### src/omf_pkg.sv
package omf_pkg;

  localparam int SAMPLE_W         = 16;
  localparam int OVERSAMPLE_COUNT = 64;
  localparam int DECIMATE_SHIFT   = 3;
  localparam int WINDOW_LEN       = 5;
  localparam int MEDIAN_POS       = 2;

  localparam int CNT_W     = $clog2(OVERSAMPLE_COUNT);
  localparam int ACC_W     = SAMPLE_W + CNT_W;
  localparam int WCOUNT_W  = $clog2(WINDOW_LEN);
  localparam int WIDX_W    = $clog2(WINDOW_LEN - 1);
  localparam int PAIR_CNT  = 9;
  localparam int SLOT_W    = $clog2(WINDOW_LEN);

  typedef logic [SAMPLE_W-1:0] sample_t;
  typedef logic [WINDOW_LEN-1:0][SAMPLE_W-1:0] window_t;
  typedef logic [SLOT_W-1:0] slot_t;

  // Compare-exchange network: slot PAIR_LO[i] takes the smaller value.
  localparam slot_t PAIR_LO [PAIR_CNT] = '{
    slot_t'(0), slot_t'(1), slot_t'(2), slot_t'(3), slot_t'(0),
    slot_t'(1), slot_t'(0), slot_t'(2), slot_t'(1)
  };
  localparam slot_t PAIR_HI [PAIR_CNT] = '{
    slot_t'(4), slot_t'(4), slot_t'(4), slot_t'(4), slot_t'(2),
    slot_t'(3), slot_t'(1), slot_t'(3), slot_t'(2)
  };

endpackage

### src/oversample_median_filter_unit.sv
// Oversampling decimator with a median-of-five filter.
// Input stream (s_axis_*): one 16-bit unsigned sample per transaction.
// Output stream (m_axis_*): exactly one transaction per input, carrying the
// current median in tdata and, in tuser, a flag that is set when that input
// closed a window and latched a new median.
// Every 64 samples are summed, the sum is shifted right by 3 and its low 16
// bits enter a five-entry window; the fifth value triggers a fixed
// nine-comparator sort and the middle entry becomes the new median.
// An input transaction passes through an input register, the accumulator
// stage and the window/median stage that loads the output register.
// Throughput is one sample per cycle unless the receiver stalls; the
// accumulator add and compare-exchange network each sit in their own stage.
// A stalled receiver holds the output register; the upstream stages keep
// accepting samples until every stage is full, so up to three transactions
// are in flight. Reset empties the pipeline and clears the accumulator,
// the counters and the held median, so the output reads zero until the
// first window completes.
module oversample_median_filter_unit (
  input  logic                      clk,
  input  logic                      rst,
  input  logic                      s_axis_tvalid,
  output logic                      s_axis_tready,
  input  logic [15:0]               s_axis_tdata,   // [15:0] sample
  output logic                      m_axis_tvalid,
  input  logic                      m_axis_tready,
  output logic [15:0]               m_axis_tdata,   // [15:0] filtered_value
  output logic                      m_axis_tuser    // [0] median_updated
);
  import omf_pkg::*;

  localparam logic [CNT_W-1:0]    CNT_LAST  = CNT_W'(OVERSAMPLE_COUNT - 1);
  localparam logic [WCOUNT_W-1:0] WIN_LAST  = WCOUNT_W'(WINDOW_LEN - 1);

  // Stage enables.
  logic en1, en2, en3;

  // Input register.
  logic    v1;
  sample_t sample1;

  // Accumulator stage.
  logic [ACC_W-1:0] accumulator;
  logic [CNT_W-1:0] oversample_count;
  logic [ACC_W-1:0] acc_sum;
  logic [ACC_W+SAMPLE_W-1:0] acc_shift;
  logic    v2;
  logic    dec_valid;
  sample_t dec;

  // Window stage.
  sample_t               window_store [WINDOW_LEN-1];
  logic [WCOUNT_W-1:0]   window_count;
  sample_t               median_hold;
  window_t               window;
  sample_t               median;
  logic                  window_done;
  sample_t               median_next;

  // Output register.
  logic    out_valid;
  sample_t out_value;
  logic    out_updated;

  assign en3 = !out_valid || m_axis_tready;
  assign en2 = !v2 || en3;
  assign en1 = !v1 || en2;
  assign s_axis_tready = en1;

  always_ff @(posedge clk) begin
    if (rst) begin
      v1 <= 1'b0;
    end else if (en1) begin
      v1 <= s_axis_tvalid;
    end
    if (en1 && s_axis_tvalid) begin
      sample1 <= s_axis_tdata;
    end
  end

  assign acc_sum   = accumulator + ACC_W'(sample1);
  assign acc_shift = {{SAMPLE_W{1'b0}}, acc_sum} >> DECIMATE_SHIFT;

  always_ff @(posedge clk) begin
    if (rst) begin
      accumulator      <= '0;
      oversample_count <= '0;
      v2               <= 1'b0;
      dec_valid        <= 1'b0;
    end else if (en2) begin
      v2        <= v1;
      dec_valid <= v1 && (oversample_count == CNT_LAST);
      if (v1) begin
        if (oversample_count == CNT_LAST) begin
          accumulator      <= '0;
          oversample_count <= '0;
        end else begin
          accumulator      <= acc_sum;
          oversample_count <= oversample_count + 1'b1;
        end
      end
    end
    if (en2 && v1) begin
      dec <= acc_shift[SAMPLE_W-1:0];
    end
  end

  // The fifth value goes straight into the sort; only four are stored.
  always_comb begin
    for (int i = 0; i < WINDOW_LEN - 1; i++) begin
      window[i] = window_store[i];
    end
    window[WINDOW_LEN-1] = dec;
  end

  omf_median5 u_median (
    .window (window),
    .median (median)
  );

  assign window_done = dec_valid && (window_count == WIN_LAST);
  assign median_next = window_done ? median : median_hold;

  always_ff @(posedge clk) begin
    if (rst) begin
      window_count <= '0;
      median_hold  <= '0;
    end else if (en3 && v2 && dec_valid) begin
      if (window_done) begin
        window_count <= '0;
        median_hold  <= median;
      end else begin
        window_count <= window_count + 1'b1;
      end
    end
    if (en3 && v2 && dec_valid && !window_done) begin
      window_store[window_count[WIDX_W-1:0]] <= dec;
    end
  end

  always_ff @(posedge clk) begin
    if (rst) begin
      out_valid <= 1'b0;
    end else if (en3) begin
      out_valid <= v2;
    end
    if (en3 && v2) begin
      out_value   <= median_next;
      out_updated <= window_done;
    end
  end

  assign m_axis_tvalid = out_valid;
  assign m_axis_tdata  = out_value;
  assign m_axis_tuser  = out_updated;

  a_window_count_range: assert property (@(posedge clk) disable iff (rst)
    window_count <= WIN_LAST)
    else $error("window count out of range");

  a_oversample_count_range: assert property (@(posedge clk) disable iff (rst)
    oversample_count <= CNT_LAST)
    else $error("oversample count out of range");

  a_output_tracks_median: assert property (@(posedge clk) disable iff (rst)
    out_valid |-> (out_value == median_hold))
    else $error("output value differs from held median");

  a_no_update_without_decimation: assert property (@(posedge clk) disable iff (rst)
    (en3 && v2 && !dec_valid) |=> (m_axis_tvalid && !m_axis_tuser))
    else $error("median flagged without a decimated value");

  a_update_on_full_window: assert property (@(posedge clk) disable iff (rst)
    (en3 && v2 && dec_valid && (window_count == WIN_LAST))
      |=> (m_axis_tvalid && m_axis_tuser && (window_count == '0)))
    else $error("completed window did not update the median");

endmodule

### src/omf_median5.sv
module omf_median5 (
  input  omf_pkg::window_t window,
  output omf_pkg::sample_t median
);
  import omf_pkg::*;

  window_t w;
  sample_t t;

  always_comb begin
    w = window;
    t = '0;
    for (int i = 0; i < PAIR_CNT; i++) begin
      if (w[PAIR_LO[i]] > w[PAIR_HI[i]]) begin
        t = w[PAIR_LO[i]];
        w[PAIR_LO[i]] = w[PAIR_HI[i]];
        w[PAIR_HI[i]] = t;
      end
    end
    median = w[MEDIAN_POS];
  end

endmodule

### config.mk
export PLATFORM = sky130hd
export DESIGN_NAME = oversample_median_filter_unit
export DESIGN_NICKNAME = d
export VERILOG_FILES = /design/src/omf_pkg.sv /design/src/oversample_median_filter_unit.sv /design/src/omf_median5.sv
export SDC_FILE = /design/constraint.sdc
export NUM_CORES = 1
export LEC_CHECK = 0
export BUFFER_PORTS_ARGS = -buffer_cell sky130_fd_sc_hd__buf_2
export CAP_MARGIN = 10
export CELL_PAD_IN_SITES_DETAIL_PLACEMENT = 2
export CELL_PAD_IN_SITES_GLOBAL_PLACEMENT = 2
export CORE_MARGIN = 2
export CORE_UTILIZATION = 42
export DETAILED_ROUTE_END_ITERATION = 8
export GPL_TIMING_DRIVEN = 1
export PLACE_DENSITY = 0.83
export REMOVE_ABC_BUFFERS = 1
export SYNTH_ARGS = -nofsm -noshare
export SYNTH_HDL_FRONTEND = slang
export SYNTH_SLANG_ARGS = --single-unit
### constraint.sdc
create_clock -name clk -period 21.7 [get_ports clk]
set_input_delay 3.255 -clock clk [delete_from_list [all_inputs] [get_ports clk]]
set_output_delay 3.255 -clock clk [all_outputs]
set_load 0.05 [all_outputs]
## After elaboration in Yosys (flattened, before gate mapping)

Memory sizes are Yosys's and may differ from the RTL's.
Index checks and enable logic that the tools add are counted.

| operators by class | value |
|---|---|
| $add $sub $neg | 3 |
| $lt $le $gt $ge | 9 |
| equal/unequal tests | 2 |
| mux-type cells | 20 |
| reductions and logical operators | 15 |

Operators by type and width:

| kind | count |
|---|---|
| 16-bit two-way mux | 13 |
| 16-bit greater-than comparator | 9 |
| 32-bit two-way mux | 2 |
| 22-bit by 16-bit adder with 22-bit output | 1 |
| 22-bit two-way mux | 1 |
| 1-bit logical AND | 7 |
| 6-bit by 1-bit adder with 6-bit output, second input constant | 1 |
| 6-bit equality test, second input constant | 1 |
| 6-bit two-way mux | 1 |
| 1-bit zero test | 4 |
| 3-bit by 1-bit adder with 3-bit output, second input constant | 1 |
| 3-bit equality test, second input constant | 1 |
| 1-bit logical OR | 3 |
| 3-bit two-way mux | 1 |
| 1-bit two-way mux | 2 |
| 2-bit AND reduction | 1 |

| storage, ports and cells | value |
|---|---|
| bits in registers | 100 |
| RAM bits | 64 |
| input port bits | 20 |
| output and inout port bits | 19 |
| logic and storage cells | 62 |
| memories kept | 1 |

Memories:

| memory | depth | width | rd ports | clocked after Yosys merged registers in | write ports | line | text |
|---|---|---|---|---|---|---|---|
| window_store | 4 | 16 | 4 | 0 | 1 | oversample_median_filter_unit.sv:51 | `sample_t window_store [WINDOW_LEN-1];` |

## Logic depth before layout (Yosys ltp)

An unclocked memory read counts as a cell.

| logic depth | value |
|---|---|
| depth in word-level cells | 16 |
| gate-level depth with buffers | 101 |
| depth with buffers taken out | 94 |

## By module

Synthesis repeated with hierarchy kept, for this count alone.

| second synthesis, totals | value |
|---|---|
| cell total of the unflattened synthesis | 1451 |
| area, all modules | 13276.5 sq um |

Modules (own cells, without submodules):

| module | instances | cells each | area an instance (sq um) | sequential area each (sq um) |
|---|---|---|---|---|
| omf_median5 | 1 | 988 | 6981.7 | 0.0 |
| oversample_median_filter_unit | 1 | 463 | 6294.8 | 4354.2 |

## Worst setup path after synthesis

OpenSTA, ideal clock, no wires.

| path | value |
|---|---|
| kind | register -> register |
| from | register dec[15] |
| to | register median_hold[10] |
| setup time | 0.060 ns |
| arrival time | 18.116 ns |
| required time | 21.640 ns |
| setup slack | 3.525 ns |
| cell stages (with the launch flop) | 97 |
| buffers on the path | 10 |
| period minus slack after synthesis | 18.175 ns |
| path through | edfxtp_1 > inv_1 > ha_1 > nand4_4 > or2_1 > a211o_1 > a31oi_1 > clkbuf_1 > clkbuf_1 > nand2_1 > o21ai_0 > inv_1 > ha_1 > nand4_1 > nor3_1 > o31ai_1 > a21o_1 > o21a_1 > [61 not listed] > buf_2 > buf_4 > a21o_1 > ha_1 > o21a_1 > o21ai_0 > nand2b_1 > a21oi_1 > nor2b_1 > o21ai_0 > nand2b_1 > a21oi_1 > o31ai_1 > o41ai_1 > inv_1 > nor4_1 > clkbuf_1 > a221o_1 |

| between the ends | value |
|---|---|
| longest elaborated chain between the ends | 15 |
| elaborated cells on any way between the ends | 24 |
| classes of those cells | order compare (9); mux (15) |

Ends and longest elaborated chain:

| item | line | text |
|---|---|---|
| start, declared | oversample_median_filter_unit.sv:48 | `sample_t dec;` |
| start signal, assigned | oversample_median_filter_unit.sv:103 | `dec <= acc_shift[SAMPLE_W-1:0];` |
| 16-bit greater-than comparator | omf_median5.sv:14 | `if (w[PAIR_LO[i]] > w[PAIR_HI[i]]) begin` |
| 16-bit two-way mux | omf_median5.sv:14 |  |
| 16-bit greater-than comparator | omf_median5.sv:14 |  |
| 16-bit two-way mux | omf_median5.sv:14 |  |
| 16-bit greater-than comparator | omf_median5.sv:14 |  |
| 16-bit two-way mux | omf_median5.sv:14 |  |
| 16-bit greater-than comparator | omf_median5.sv:14 |  |
| 16-bit two-way mux | omf_median5.sv:14 |  |
| 16-bit greater-than comparator | omf_median5.sv:14 |  |
| 16-bit two-way mux | omf_median5.sv:14 |  |
| 16-bit greater-than comparator | omf_median5.sv:14 |  |
| 32-bit two-way mux / 16-bit two-way mux (equally long branches) | omf_median5.sv:14 |  |
| 16-bit greater-than comparator | omf_median5.sv:14 |  |
| 32-bit two-way mux * | omf_median5.sv:14 |  |
| 16-bit two-way mux * | n/a |  |
| end signal, assigned | oversample_median_filter_unit.sv:130 | `median_hold <= median;` |
| end, declared | oversample_median_filter_unit.sv:53 | `sample_t median_hold;` |

Mark *: on every way between the ends. The rest lies on a longest branch, timed or not.
A chain may end at the register's enable or synchronous reset.

## Worst setup path after layout

| path | value |
|---|---|
| from | register dec[14] |
| to | register median_hold[13] |

The elaborated chain is that of the path after synthesis.

==> results_dict.tcl <==
set metrics [dict create \
    status "finished, final reports clean" \
    r2r_start "dec[14]" \
    critPathArrivalTime_ns 20.83 \
    overflow 0 \
    crit_top_cell "a21oi_1" \
    wl_met3_mm 1.35 \
    seq_area_frac_synth_pct 33.8 \
    antenna_found_initial 0 \
    critical_path_required_ns 22.08 \
    htreeDepth 4 \
    path_clk_slew_ns 0.07 \
    cap_viol_max_count 0 \
    hold_violations 0 \
    yosys.area.top_type_share_pct 26.3 \
    drt_wl_total_mm 44.3 \
    synth_cell_types 85 \
    path_class "reg -> reg" \
    port_buffers 38 \
    netlist_instances 1351 \
    finalSetupViolations 0 \
    start_util_pct 42.4 \
    ant_nets 0 \
    worstPathMaxFanout 45 \
    numCtsBuffers 17 \
    vias 10700 \
    wl_met1_mm 18.6 \
    die_height_microns 179 \
    hpwl_mm 34.4 \
    slew_viol_final 0 \
    r2r_setup_slack_ns 1.25 \
    fmax_mhz 48.9 \
    rows 64 \
    wire_per_inst_microns 24.8 \
    synthFlopType "edfxtp_1" \
    synth_edf_count 113 \
    hold_start "median_hold[2]" \
    synth_top_area_cell "edfxtp_1" \
    postCtsSetupRepairBufs 0 \
    dr_wl_met2_mm 22.7 \
    hp-class "reg -> reg" \
    viasPerCell 5.97 \
    hold_slack_ns 0.513 \
    io_pins 39 \
    yosys-top-cells-area "edfxtp_1 26%, ha_1 15%, mux2i_1 8.5%" \
    leakagePower_nw 6.24 \
    die_x_microns 179 \
    clockBufferDepth 2 \
    clock_latency_ns 0.46 \
    top_layer_used "met4" \
    area_growth_pct 9.78 \
    critPathMaxStageDelay_ns 0.54 \
    diodes 0 \
    grt_usage_pct 28.0 \
    yosysWarningCount 0 \
    drive_gt1_share_pct 12.6 \
    ir_drop_uv 61.3 \
    syn_avg_cell_area_sq_um 9.54 \
    min_period_over_period_pct 94.2 \
    utilization_pct 46.5 \
    maxSlewHeadroom_pct 21.5 \
    grt_pass1_wl_mm 67.6 \
    nets 1554 \
    cp-end-kind "flip-flop" \
    ys_top_cells_by_count "155 x ha_1, 150 x inv_1, 113 x edfxtp_1" \
    ys_seq_elements 161 \
    place.gp.congestion 0.877 \
    startpoint_type "flip-flop" \
    clock-sinks 161 \
    rr_worst_depth 93 \
    powerDensity_mw_per_mm2 78.0 \
    tightest_slew_ns 1.17 \
    worstHoldPathCells 2 \
    finClkSkew_ns 0.0202 \
    dieArea_sq_mm 0.0321 \
    grt_max_degree 46 \
    hold_end "median_hold[2]" \
    drc 0 \
    synth_most_common_cell "ha_1" \
    synthArstFlopShare_pct 0 \
    nFillCells 3313 \
    dr.pass1.iters 5 \
    cts_tree "built" \
    synth_area_sq_mm 0.0129 \
    core_sq_mm 0.0304 \
    drt_iter0_markers 577 \
    r2r-end "median_hold[13]" \
    cts-root-buf "clkbuf_16" \
    grt_pass1_vias 11700 \
    fin_crit_ns 20.45 \
    slowest_stage "or2_2" \
]
worst max path at each step:
stage	from	to	slack (ns)	cells after the start
2_1_floorplan	dec[15]	median_hold[0]	-0.37	89
3_3_place_gp	dec[1]	median_hold[8]	1.40	93
3_5_place_dp	dec[14]	median_hold[3]	0.38	92
4_1_cts	dec[14]	median_hold[13]	0.02	92
5_1_grt	dec[14]	median_hold[5]	-0.06	93
6_report	dec[14]	median_hold[13]	1.25	93
per-layer routing:
| metal | track usage [%] | vias to the layer above |
|---|---|---|
| li1 | - | 5030 |
| met1 | 32.4 | 5351 |
| met2 | 51.1 | 207 |
| met3 | 4.33 | 82 |
| met4 | 12.0 | 0 |
| met5 | 0 | - |
stage by stage:
step | instances | instance area (sq um) | TNS, ns | power (mW) | setup WS, ns
finish | 1787 | 14200 | 0 | 1.10 | 1.25
global route | 1787 | 14200 | -0.556 | 1.17 | -0.0593
CTS | 1785 | 14100 | 0 | 1.11 | 0.0181
detailed placement | 1753 | 13500 | 0 | 0.801 | 0.378
global placement | 1753 | 13500 | 0 | 0.779 | 1.40
floorplan | 1306 | 12700 | -5.12 | 0.662 | -0.366
kinds of logic after synthesis:
family | after synthesis | synth area share, %
AO/OA/AOI/OAI | 322 | 17.4
buffers and inverters | 196 | 5.98
flip-flops | 161 | 33.8
multiplexers | 159 | 13.0
adder cells (fa/ha/maj) | 157 | 15.3
XOR/XNOR | 16 | 1.09
AND/OR/NAND/NOR | 340 | 13.4
worst max-delay path, delay by kind of cell (launching register included):
family	cells	cell delay, ns
buffers and inverters	8	1.59
flip-flops	1	0.49
multiplexers	6	2.02
adder cells (fa/ha/maj)	7	2.05
AND/OR/NAND/NOR	25	4.37
AO/OA/AOI/OAI	47	9.79
flip-flops by register name, indices dropped and copies added (netlist names), 3 cells and up:
signal            flops
accumulator          19
dec                  16
m_axis_tdata         16
median_hold          16
oversample_count      6
sample1              16
window_count          3
window_store         64
what timing repair did:
action | in CTS | in global routing
endpoints found under the setup margin | 0 | 32
hold endpoints to repair | 0 | 0
resized for setup | 0 | 14
hold buffers | 0 | 0
placed cells by master, fill, tap and decap left out, drive strengths merged, types with 4 or more instances in the layout:
master,instances
a21oi,77
nor2b,14
o211ai,6
a211o,4
ha,155
dfxtp,48
nor2,90
a311oi,5
xnor2,12
o21ai,78
nor3b,17
edfxtp,113
o22ai,4
and2,24
nor3,18
a211oi,8
a31oi,9
o21a,9
a221o,28
or2,11
clkbuf,18
nand4,31
mux2i,110
a21o,37
o31ai,6
inv,157
mux2,49
nand3,17
clkinv,7
nand2b,12
buf,51
nor4,12
xor2,4
a21boi,8
a22oi,20
o211a,4
nand2,84
where the power goes:
part | switching [mW] | total, mW | internal (mW)
Combinational | 0.286 | 0.461 | 0.175
Sequential | 0.00858 | 0.349 | 0.340
Clock | 0.145 | 0.295 | 0.150
Total | 0.439 | 1.10 | 0.665
cell type report:
cell class / instances / area [sq um] / share of cell area, %
Clock buffer: 18 / 429 / 3.03
Clock inverter: 14 / 124 / 0.875
Inverter: 151 / 567 / 4.01
Multi-Input combinational cell: 996 / 7890 / 55.7
Sequential cell: 161 / 4350 / 30.8
Tap cell: 396 / 495 / 3.50
Timing Repair Buffer: 51 / 295 / 2.09
Power figures use the tool's default switching activity.
